<file path="src/rtl/cwd_pkg.sv">
package cwd_pkg;

  // Column store geometry
  localparam int MAX_COLS = 32;
  localparam int IDX_W    = $clog2(MAX_COLS);
  localparam int CNT_W    = IDX_W + 1;

  // Field widths
  localparam int FIELD_W  = 12;
  localparam int AVAIL_W  = 16;
  localparam int COLIDX_W = 5;
  localparam int WID_W    = 17;
  localparam int TOT_W    = FIELD_W + IDX_W;

  // Flex product and divider widths
  localparam int FLEX_W   = FIELD_W + 1;
  localparam int PROD_W   = AVAIL_W + FLEX_W + 1;
  localparam int DVD_W    = PROD_W - 1;
  localparam int DVS_W    = TOT_W;
  localparam int QUO_W    = AVAIL_W;
  localparam int STEP_W   = $clog2(QUO_W + 1);

  // Quotient bits per division: full run for the slack share, short run for
  // the flex share, whose quotient is known to stay below 2**FIELD_W
  localparam int FULL_STEPS  = QUO_W;
  localparam int SHORT_STEPS = FIELD_W;

  typedef enum logic [2:0] {
    S_LOAD,
    S_SETUP,
    S_PDIV,
    S_RD,
    S_MUL,
    S_QSTART,
    S_QWAIT,
    S_OUT
  } state_t;

  typedef enum logic [1:0] {
    MODE_FIT,
    MODE_MIN,
    MODE_FLEX
  } mode_t;

  typedef struct packed {
    logic               start;
    logic               short_q;
    logic [DVD_W-1:0]   dividend;
    logic [DVS_W-1:0]   divisor;
  } div_req_t;

  typedef struct packed {
    logic               busy;
    logic [QUO_W-1:0]   quot;
    logic [DVS_W-1:0]   rem;
  } div_rsp_t;

endpackage

</file>
<file path="src/rtl/cwd_store.sv">
module cwd_store
  import cwd_pkg::*;
(
  input  logic               clk,
  input  logic               wr_en,
  input  logic [IDX_W-1:0]   wr_addr,
  input  logic [FIELD_W-1:0] wr_pref,
  input  logic [FIELD_W-1:0] wr_min,
  input  logic [IDX_W-1:0]   rd_addr,
  output logic [FIELD_W-1:0] rd_pref,
  output logic [FIELD_W-1:0] rd_min
);

  logic [FIELD_W-1:0] pref_mem [MAX_COLS];
  logic [FIELD_W-1:0] min_mem  [MAX_COLS];
  logic [FIELD_W-1:0] rd_pref_r;
  logic [FIELD_W-1:0] rd_min_r;

  // Write one column, read one column with registered data
  always_ff @(posedge clk) begin
    if (wr_en) begin
      pref_mem[wr_addr] <= wr_pref;
      min_mem[wr_addr]  <= wr_min;
    end
    rd_pref_r <= pref_mem[rd_addr];
    rd_min_r  <= min_mem[rd_addr];
  end

  assign rd_pref = rd_pref_r;
  assign rd_min  = rd_min_r;

endmodule

</file>
<file path="src/rtl/cwd_div.sv">
module cwd_div
  import cwd_pkg::*;
(
  input  logic     clk,
  input  logic     rst_n,
  input  div_req_t req,
  output div_rsp_t rsp
);

  logic [DVS_W-1:0]  rem_r,  rem_nxt;
  logic [QUO_W-1:0]  quo_r,  quo_nxt;
  logic [DVS_W-1:0]  dvs_r,  dvs_nxt;
  logic [STEP_W-1:0] cnt_r,  cnt_nxt;
  logic [DVS_W:0]    rem_sh;
  logic              fits;

  // One restoring step per cycle: shift in the next dividend bit, subtract if it fits
  always_comb begin
    rem_sh  = {rem_r, quo_r[QUO_W-1]};
    fits    = rem_sh >= {1'b0, dvs_r};
    rem_nxt = rem_r;
    quo_nxt = quo_r;
    dvs_nxt = dvs_r;
    cnt_nxt = cnt_r;
    if (req.start) begin
      dvs_nxt = req.divisor;
      if (req.short_q) begin
        rem_nxt = DVS_W'(req.dividend[DVD_W-1:SHORT_STEPS]);
        quo_nxt = {req.dividend[SHORT_STEPS-1:0], (QUO_W-SHORT_STEPS)'(0)};
        cnt_nxt = STEP_W'(SHORT_STEPS);
      end else begin
        rem_nxt = '0;
        quo_nxt = req.dividend[QUO_W-1:0];
        cnt_nxt = STEP_W'(FULL_STEPS);
      end
    end else if (cnt_r != '0) begin
      rem_nxt = fits ? DVS_W'(rem_sh - {1'b0, dvs_r}) : rem_sh[DVS_W-1:0];
      quo_nxt = {quo_r[QUO_W-2:0], fits};
      cnt_nxt = cnt_r - 1'b1;
    end
  end

  always_ff @(posedge clk) begin
    if (!rst_n) begin
      cnt_r <= '0;
    end else begin
      cnt_r <= cnt_nxt;
    end
  end

  always_ff @(posedge clk) begin
    rem_r <= rem_nxt;
    quo_r <= quo_nxt;
    dvs_r <= dvs_nxt;
  end

  assign rsp.busy = cnt_r != '0;
  assign rsp.quot = quo_r;
  assign rsp.rem  = rem_r;

endmodule

</file>
<file path="src/rtl/column_width_distributor.sv">
// Column width distributor: one input word per column, widths out after the last column.
// Non-last words are taken back to back. Fit runs divide the slack once on the bit-serial
// divider; minimum runs do not divide; flex runs divide on it for every column but the
// last (12 quotient bits per column), and the last column takes the width left over.
// No new input is taken until the last width of a run is delivered.
// rst_n is synchronous, active low; it clears the sequencer, counters and totals.
module column_width_distributor
  import cwd_pkg::*;
(
  input  logic        clk,
  input  logic        rst_n,
  input  logic        in_tvalid,
  output logic        in_tready,
  input  logic [39:0] in_tdata,   // [11:0] pref_width, [23:12] min_width, [39:24] avail_width
  input  logic        in_tlast,   // last_column
  output logic        out_tvalid,
  input  logic        out_tready,
  output logic [23:0] out_tdata,  // [4:0] col_index, [21:5] col_width, [23:22] zero
  output logic        out_tlast   // last_result
);

  state_t state_r, state_nxt;
  mode_t  mode_r,  mode_nxt;

  logic [CNT_W-1:0]    count_r, count_nxt;
  logic [TOT_W-1:0]    ptot_r,  ptot_nxt;
  logic [TOT_W-1:0]    mtot_r,  mtot_nxt;
  logic [AVAIL_W-1:0]  avail_r, avail_nxt;
  logic [IDX_W-1:0]    idx_r,   idx_nxt;
  logic [AVAIL_W-1:0]  span_r,  span_nxt;
  logic [TOT_W-1:0]    tflex_r, tflex_nxt;
  logic [QUO_W-1:0]    per_r,   per_nxt;
  logic [IDX_W-1:0]    prem_r,  prem_nxt;
  logic signed [PROD_W-1:0] prod_r, prod_nxt;
  logic [TOT_W-1:0]    asum_r,  asum_nxt;
  logic [COLIDX_W-1:0] oidx_r,  oidx_nxt;
  logic [WID_W-1:0]    owid_r,  owid_nxt;
  logic                olast_r, olast_nxt;

  logic [FIELD_W-1:0]  in_pref;
  logic [FIELD_W-1:0]  in_min;
  logic [AVAIL_W-1:0]  in_avail;
  logic                in_acc;
  logic                out_acc;
  logic                store_room;
  logic                wr_en;
  logic [FIELD_W-1:0]  rd_pref;
  logic [FIELD_W-1:0]  rd_min;
  logic                col_last;
  logic                fit_all;
  logic                min_over;
  logic [TOT_W:0]      avail_ext;
  logic signed [FLEX_W-1:0]  flex;
  logic signed [PROD_W-1:0]  prod_mag;
  logic signed [WID_W:0]     flex_add;
  logic signed [WID_W:0]     flex_wid;
  logic [WID_W:0]            tail_wid;
  div_req_t            dreq;
  div_rsp_t            drsp;

  assign in_pref  = in_tdata[11:0];
  assign in_min   = in_tdata[23:12];
  assign in_avail = in_tdata[39:24];
  assign in_acc   = in_tvalid && in_tready;
  assign out_acc  = out_tvalid && out_tready;

  assign store_room = count_r < CNT_W'(MAX_COLS);
  assign wr_en      = in_acc && store_room;
  assign col_last   = ({1'b0, idx_r} == (count_r - 1'b1));

  // Pick the distribution case from the totals
  assign avail_ext = (TOT_W+1)'(avail_r);
  assign fit_all   = {1'b0, ptot_r} <= avail_ext;
  assign min_over  = {1'b0, mtot_r} >= avail_ext;

  // Flex share arithmetic
  assign flex     = $signed({1'b0, rd_pref}) - $signed({1'b0, rd_min});
  assign prod_mag = prod_r[PROD_W-1] ? -prod_r : prod_r;
  assign flex_add = prod_r[PROD_W-1] ? -$signed((WID_W+1)'(drsp.quot[SHORT_STEPS-1:0]))
                                     :  $signed((WID_W+1)'(drsp.quot[SHORT_STEPS-1:0]));
  assign flex_wid = $signed((WID_W+1)'(rd_min)) + flex_add;
  assign tail_wid = (WID_W+1)'(avail_r) - (WID_W+1)'(asum_r);

  cwd_store u_store (
    .clk     (clk),
    .wr_en   (wr_en),
    .wr_addr (count_r[IDX_W-1:0]),
    .wr_pref (in_pref),
    .wr_min  (in_min),
    .rd_addr (idx_r),
    .rd_pref (rd_pref),
    .rd_min  (rd_min)
  );

  cwd_div u_div (
    .clk   (clk),
    .rst_n (rst_n),
    .req   (dreq),
    .rsp   (drsp)
  );

  // Next state
  always_comb begin
    state_nxt = state_r;
    unique case (state_r)
      S_LOAD:   if (in_acc && in_tlast) state_nxt = S_SETUP;
      S_SETUP:  state_nxt = fit_all ? S_PDIV : S_RD;
      S_PDIV:   if (!drsp.busy) state_nxt = S_RD;
      S_RD:     state_nxt = S_MUL;
      S_MUL:    state_nxt = (mode_r == MODE_FLEX && !col_last) ? S_QSTART : S_OUT;
      S_QSTART: state_nxt = S_QWAIT;
      S_QWAIT:  if (!drsp.busy) state_nxt = S_OUT;
      S_OUT:    if (out_acc) state_nxt = col_last ? S_LOAD : S_RD;
      default:  state_nxt = S_LOAD;
    endcase
  end

  // Handshake and divider control
  always_comb begin
    in_tready     = state_r == S_LOAD;
    out_tvalid    = state_r == S_OUT;
    dreq.start    = (state_r == S_SETUP && fit_all) || state_r == S_QSTART;
    dreq.short_q  = state_r == S_QSTART;
    dreq.dividend = (state_r == S_QSTART) ? prod_mag[DVD_W-1:0]
                                          : DVD_W'(avail_r - AVAIL_W'(ptot_r));
    dreq.divisor  = (state_r == S_QSTART) ? tflex_r : DVS_W'(count_r);
  end

  // Datapath next values
  always_comb begin
    mode_nxt  = mode_r;
    count_nxt = count_r;
    ptot_nxt  = ptot_r;
    mtot_nxt  = mtot_r;
    avail_nxt = avail_r;
    idx_nxt   = idx_r;
    span_nxt  = span_r;
    tflex_nxt = tflex_r;
    per_nxt   = per_r;
    prem_nxt  = prem_r;
    prod_nxt  = prod_r;
    asum_nxt  = asum_r;
    oidx_nxt  = oidx_r;
    owid_nxt  = owid_r;
    olast_nxt = olast_r;
    case (state_r)
      S_LOAD: begin
        // accumulate one column word while the store has room, sample the width on the last one
        if (wr_en) begin
          count_nxt = count_r + 1'b1;
          ptot_nxt  = ptot_r + TOT_W'(in_pref);
          mtot_nxt  = mtot_r + TOT_W'(in_min);
        end
        if (in_acc && in_tlast) avail_nxt = in_avail;
      end
      S_SETUP: begin
        idx_nxt   = '0;
        asum_nxt  = '0;
        tflex_nxt = ptot_r - mtot_r;
        span_nxt  = avail_r - AVAIL_W'(mtot_r);
        if (fit_all) mode_nxt = MODE_FIT;
        else if (min_over) mode_nxt = MODE_MIN;
        else mode_nxt = MODE_FLEX;
      end
      S_PDIV: begin
        // hold the equal slack share and its leftover
        if (!drsp.busy) begin
          per_nxt  = drsp.quot;
          prem_nxt = drsp.rem[IDX_W-1:0];
        end
      end
      S_MUL: begin
        oidx_nxt  = COLIDX_W'(idx_r);
        olast_nxt = col_last;
        unique case (mode_r)
          MODE_FIT:  owid_nxt = WID_W'(rd_pref) + WID_W'(per_r)
                              + (col_last ? WID_W'(prem_r) : '0);
          MODE_MIN:  owid_nxt = WID_W'(rd_min);
          MODE_FLEX: begin
            owid_nxt = tail_wid[WID_W-1:0];
            prod_nxt = PROD_W'($signed({1'b0, span_r})) * PROD_W'(flex);
          end
          default:   owid_nxt = WID_W'(rd_min);
        endcase
      end
      S_QWAIT: begin
        if (!drsp.busy) begin
          owid_nxt = flex_wid[WID_W-1:0];
          asum_nxt = asum_r + TOT_W'(flex_wid[WID_W-1:0]);
        end
      end
      S_OUT: begin
        // advance to the next column, or drop the run state after the last word
        if (out_acc) begin
          if (col_last) begin
            count_nxt = '0;
            ptot_nxt  = '0;
            mtot_nxt  = '0;
          end else begin
            idx_nxt = idx_r + 1'b1;
          end
        end
      end
      default: ;
    endcase
  end

  always_ff @(posedge clk) begin
    if (!rst_n) begin
      state_r <= S_LOAD;
      count_r <= '0;
      ptot_r  <= '0;
      mtot_r  <= '0;
    end else begin
      state_r <= state_nxt;
      count_r <= count_nxt;
      ptot_r  <= ptot_nxt;
      mtot_r  <= mtot_nxt;
    end
  end

  always_ff @(posedge clk) begin
    mode_r  <= mode_nxt;
    avail_r <= avail_nxt;
    idx_r   <= idx_nxt;
    span_r  <= span_nxt;
    tflex_r <= tflex_nxt;
    per_r   <= per_nxt;
    prem_r  <= prem_nxt;
    prod_r  <= prod_nxt;
    asum_r  <= asum_nxt;
    oidx_r  <= oidx_nxt;
    owid_r  <= owid_nxt;
    olast_r <= olast_nxt;
  end

  assign out_tdata = {2'b00, owid_r, oidx_r};
  assign out_tlast = olast_r;

endmodule

</file>
<file path="config.mk">
export PLATFORM = sky130hd
export DESIGN_NAME = column_width_distributor
export DESIGN_NICKNAME = d
export VERILOG_FILES = /design/src/rtl/cwd_pkg.sv /design/src/rtl/cwd_store.sv /design/src/rtl/cwd_div.sv /design/src/rtl/column_width_distributor.sv
export SDC_FILE = /design/constraint.sdc
export NUM_CORES = 2
export LEC_CHECK = 0
export CAP_MARGIN = 20
export CORE_UTILIZATION = 58
export CTS_CLUSTER_SIZE = 16
export DETAILED_ROUTE_END_ITERATION = 10
export DONT_BUFFER_PORTS = 1
export PLACE_DENSITY_LB_ADDON = 0.08
export SYNTH_ARGS = -nofsm -noshare
export SYNTH_HDL_FRONTEND = slang
export SYNTH_SLANG_ARGS = --single-unit
</file>
<file path="constraint.sdc">
create_clock -name clk -period 6.9 [get_ports clk]
set_input_delay 0.345 -clock clk [delete_from_list [all_inputs] [get_ports clk]]
set_output_delay 0.345 -clock clk [all_outputs]
set_load 0.03 [all_outputs]
</file>
== Word level (Yosys, flattened, before mapping) ==
Memory sizes are Yosys's and may differ from the RTL's. A register that Yosys moved wholly into a read port is not among the register bits.
Cells that the tools add are included.
Word-level totals
  register bits: 245
  latch bits: 0
  memory bits (writable): 768
  bits in read-only memories: 0
  bits of input ports: 45
  output and inout bits: 27
  memories: 2
Cells by class
  add/subtract/negate cells: 18
  multipliers: 1
  div/mod/pow operators: 0
  $lt $le $gt $ge: 4
  equality and inequality tests: 16
  shifts and indexed selects: 0
  muxes and demuxes: 44
  bitwise logic cells: 1
  reductions and logical operators: 24
Memories
  u_store.min_mem: words 32, bits a word 12, rd ports 1, clocked after Yosys merged registers in 1, write ports 1, line cwd_store.sv:15  | logic [FIELD_W-1:0] min_mem [MAX_COLS];
  u_store.pref_mem: words 32, bits a word 12, rd ports 1, clocked after Yosys merged registers in 1, write ports 1, line cwd_store.sv:14  | logic [FIELD_W-1:0] pref_mem [MAX_COLS];
Operator list (count)
  17-bit 2-to-1 mux: 11
  17-bit one-hot mux with 2 select lines: 5
  29-bit 2-to-1 mux: 2
  16-bit 2-to-1 mux: 3
  17-bit by 12-bit adder with 17-bit output: 2
  17-bit subtractor: 2
  17-bit by 13-bit multiplier with 30-bit output: 1
  5-bit 2-to-1 mux: 6
  29-bit negator: 1
  6-bit 2-to-1 mux: 4
  3-bit one-hot mux with 8 select lines: 1
  18-bit by 17-bit >= comparator with 1-bit output: 1
  12-bit by 16-bit adder with 17-bit output: 1
  13-bit by 17-bit adder with 17-bit output: 1
  17-bit adder: 1
  17-bit by 5-bit adder with 17-bit output: 1
  17-bit by 16-bit >= comparator with 1-bit output: 1
  17-bit by 16-bit less-or-equal comparator with 1-bit output: 1
  12-bit negator with 17-bit output: 1
  16-bit by 16-bit subtractor with 17-bit output: 1
  16-bit by 17-bit subtractor with 17-bit output: 1
  16-bit subtractor: 1
  12-bit by 12-bit subtractor with 13-bit output: 1
  3-bit == test (second input constant): 4
  other kinds (27): 54

== Logic depth before layout (Yosys ltp) ==
  depth after elaboration: 6
  gate-level depth with buffers: 32
  gate-level depth less buffers: 31

== By module ==
Synthesis repeated with hierarchy kept, for this count alone.
Unflattened totals
  cells, all modules: 4522
  area, all modules: 56180.1 um^2
Modules (own cells, without submodules)
  cwd_store: instances 1, cells each 1711, area each 30475.5 um^2
  column_width_distributor: instances 1, cells each 2489, area each 22345.2 um^2
  cwd_div: instances 1, cells each 322, area each 3359.5 um^2

== Least setup slack after synthesis ==
No wires, ideal clock.
  path type: flip-flop to flip-flop
  from: register u_store.rd_pref_r[0], in the netlist u_store.rd_pref[0], read port of u_store.pref_mem
  to: register prod_r[26] (data pin)
  setup time: 0.258 ns
  arrival: 7.069 ns
  setup slack: -0.427 ns
  stages on the path, launching flop included: 31
  path buffers: 1
  clock period less this slack: 7.327 ns
  cells stage by stage: dfxtp_1 > inv_1 > ha_1 > fa_1 > nor2b_1 > o21ai_0 > a21boi_0 > o21ai_1 > a21oi_1 > nor2_1 > xnor2_1 > clkbuf_1 > nand2_1 > fa_1 > fa_1 > inv_1 > fa_1 > fa_1 > fa_1 > inv_1 > fa_1 > inv_1 > ha_1 > o21ai_0 > nor2_1 > o41ai_1 > a31o_2 > o211ai_1 > a31o_2 > a21oi_1 > xnor2_1
On the way
  word-level cells in the longest chain between the ends: 2
RTL lines
  start, declared: line cwd_store.sv:16  | logic [FIELD_W-1:0] rd_pref_r;
  12-bit by 12-bit subtractor with 13-bit output: line column_width_distributor.sv:77  | assign flex = $signed({1'b0, rd_pref}) - $signed({1'b0, rd_min});
  17-bit by 13-bit multiplier with 30-bit output: line column_width_distributor.sv:181  | prod_nxt = PROD_W'($signed({1'b0, span_r})) * PROD_W'(flex);
  end signal, assigned: line column_width_distributor.sv:230  | prod_r <= prod_nxt;
  end, declared: line column_width_distributor.sv:34  | logic signed [PROD_W-1:0] prod_r, prod_nxt;
Every way passes these cells.
A chain may end at the register's enable or synchronous reset.

== Final worst setup path ==
Ends and elaborated chain as after synthesis.

==> impl_metrics.ini <==
[status]
run_status = complete, but fails checks
violations = setup timing

[place]
port_buffers = 0
dp.cells = 5144
gp_congestion = 0.951
place.detailed.hpwl_um = 92100
place_area_mm2 = 0.0576

[critical_path]
rr_startpoint = u_store.rd_pref[0]
ff2ff_setup_slack_ns = -0.20
crit_start = u_store.rd_pref[0]
end_kind = flop
startpoint_type = flop
cpMostUsedCell = fa_1
rr_endpoint = prod_r[26]
arrival_ns = 7.52
slowest_stage = fa_1
crit_cells = 30
reg2regPathDepth = 30
crit_buf_inv = 6
worstSetupEndpoint = prod_r[26]
criticalPathCategory = flop to flop
required_ns = 7.32
critPathTopFamily = adder cells
slowest_delay_ns = 0.53
path_max_fanout = 6

[grt]
grt_use_met2 = 0.484
grt_pass1_vias = 33000
busiest_layer = met2
use_met3 = 0.0435
antenna_found_initial = 11
grt_max_degree = 141
grt_overflow = 0
grt_use_met1 = 0.405
grt_pass1_wl_um = 209000
grt_usage = 0.292

[synthesis]
synth_cells = 3913
avgSynthCellArea_um2 = 14.1
yosysSeqAreaShare = 0.550
syn_area_mm2 = 0.0553
synth_edf_count = 965
synthDominantCellAreaShare = 0.524
synthFlopType = edfxtp_1
yosys.area.top_type = edfxtp_1
async_flop_share = 0
ys_top_cells_by_area = edfxtp_1 (52%), mux4_2 (9.8%), ha_1 (7.0%), fa_1 (6.2%), dfxtp_1 (2.6%)
synthDistinctLibCells = 85
yosys_warnings = 0
ys_ff_latch = 1037

[finish]
final_common_cell = edfxtp_1
fin_nets = 4590
drive_gt1_frac = 0.170
layout_common_cells = edfxtp_1 (965), ha_1 (302), inv_1 (297)
fin_cells = 5413
area.growth.synth_to_final_pct = 12.5
finalInstanceArea_mm2 = 0.0622
top_regs = u_store.min_mem (384), u_store.pref_mem (384), prod_r (30)

[timing]
max_freq_mhz = 141
holdWs_ns = 0.0394
relSlewSlack = 0.249
timing.final.crit_share = 1.03
slew_violations = 0
fin_skew_ns = 0.0475
fin_ws_ns = -0.198
hold_viol_final = 0
rsz0062_at_grt = yes
setup_violations = 5
min_period_ns = 7.10
worst_pin_slew_ns = 1.12

[clock_tree]
htree_levels = 3
insertion_delay_ns = 0.70
cts_buffer_depth = 3
clk_pin_slew_ns = 0.07
cts_tree = done
cts_root_buffer = clkbuf_16
cts_made_buffers = 102
cts_num_sinks = 1037

[floorplanning]
core_mm2 = 0.0939
io_pins = 72
die_width_um = 311
die_area_mm2 = 0.0965
die_h_um = 311
rows = 112
start_util = 0.589

[run]
cap_violations = 0

[route]
drtAntennaViolNets = 0
drt_iter0_markers = 3172
firstDrtPassIters = 8
routed_wl_um = 141000
route.detailed.drc = 0
wl_per_cell_um = 26.0
post_drt_via_cell_ratio = 6.17
via_count = 33400

[worst_hold_path]
holdCritPathClass = input pin to flop
## metrics by stage
stage / util / setup WS [ns] / TNS (ns)
global route: 0.662 / -0.438 / -3.01
detailed placement: 0.614 / -0.396 / -3.42
CTS: 0.655 / -0.104 / -0.223
floorplan: - / 0.0276 / 0
finish: 0.662 / -0.198 / -0.715
global placement: 0.614 / -0.274 / -1.85
## worst min-delay path by stage
stage | from | slack [ns] | cells after the start | endpoint
2_1_floorplan | idx_r[3] | 0.42 | 0 | oidx_r[3]
3_3_place_gp | in_tdata[38] | 0.44 | 0 | avail_r[14]
3_5_place_dp | in_tdata[32] | 0.44 | 0 | avail_r[8]
4_1_cts | in_tdata[22] | 0.002 | 2 | mtot_r[11]
5_1_grt | in_tdata[22] | 0.06 | 2 | mtot_r[11]
6_report | in_tdata[22] | 0.04 | 2 | mtot_r[11]
## metal layers
metal,part of all wire,vias to the layer above,routed length [um]
li1,-,14900,-
met1,0.41,17000,58300
met2,0.49,1223,68900
met3,0.069,232,9730
met4,0.028,8,3900
met5,0.00033,-,46
## what timing repair did
item / in CTS / in global routing
setup buffers: 4 / 5
hold buffers: 46 / 0
setup endpoints to repair: 12 / 14
hold endpoints to repair: 819 / 0
gates resized for setup: 27 / 41
pin swaps: 4 / 32
## synth_stat cells, types with 10 or more instances
| master | instances |
|---|---|
| a211oi_1 | 37 |
| a21o_1 | 71 |
| a21oi_1 | 138 |
| a22oi_1 | 15 |
| a31o_2 | 10 |
| a31oi_1 | 19 |
| and2_1 | 62 |
| and3_1 | 31 |
| buf_2 | 29 |
| clkbuf_1 | 115 |
| dfxtp_1 | 72 |
| edfxtp_1 | 965 |
| fa_1 | 170 |
| ha_1 | 308 |
| inv_1 | 302 |
| mux2_2 | 29 |
| mux2i_1 | 19 |
| mux4_2 | 240 |
| nand2_1 | 270 |
| nand2b_1 | 53 |
| nand3_1 | 52 |
| nand4_1 | 24 |
| nor2_1 | 195 |
| nor2b_1 | 61 |
| nor3_1 | 54 |
| o211ai_1 | 17 |
| o21a_1 | 31 |
| o21ai_0 | 95 |
| o21ai_1 | 12 |
| o21bai_1 | 16 |
| o31ai_1 | 23 |
| or3_1 | 22 |
| xnor2_1 | 120 |
| xor2_1 | 72 |
## worst reg2reg max path: cells and delay by family, from the launching register on
kind	cells	cell delay (ns)
xor gates and xnor gates	2	0.27
buffers and inverters	6	0.43
adders and majority gates	9	3.77
DFF	1	0.33
AOI/OAI and AO/OA	8	1.40
and+or+nand+nor	5	0.63
## logic make-up after synthesis
family | synth area share
buffers and inverters | 0.0320
DFF | 0.550
other | 0.0000678
AOI/OAI and AO/OA | 0.0700
xor gates and xnor gates | 0.0307
and+or+nand+nor | 0.0784
adders and majority gates | 0.131
muxes | 0.107
## final cells by class
cell class / count / area, um^2
antenna: 8 / 20.0
clock buffer: 143 / 2840
clock inverter: 45 / 472
fill: 6724 / 31700
inverter: 305 / 1140
multi-input combinational: 2417 / 23700
sequential: 1037 / 30400
tap: 1254 / 1570
timing repair buffer: 204 / 2040
Power is not shown: default switching activity piles up to over one toggle a cycle in this logic, so the estimate is an artifact.
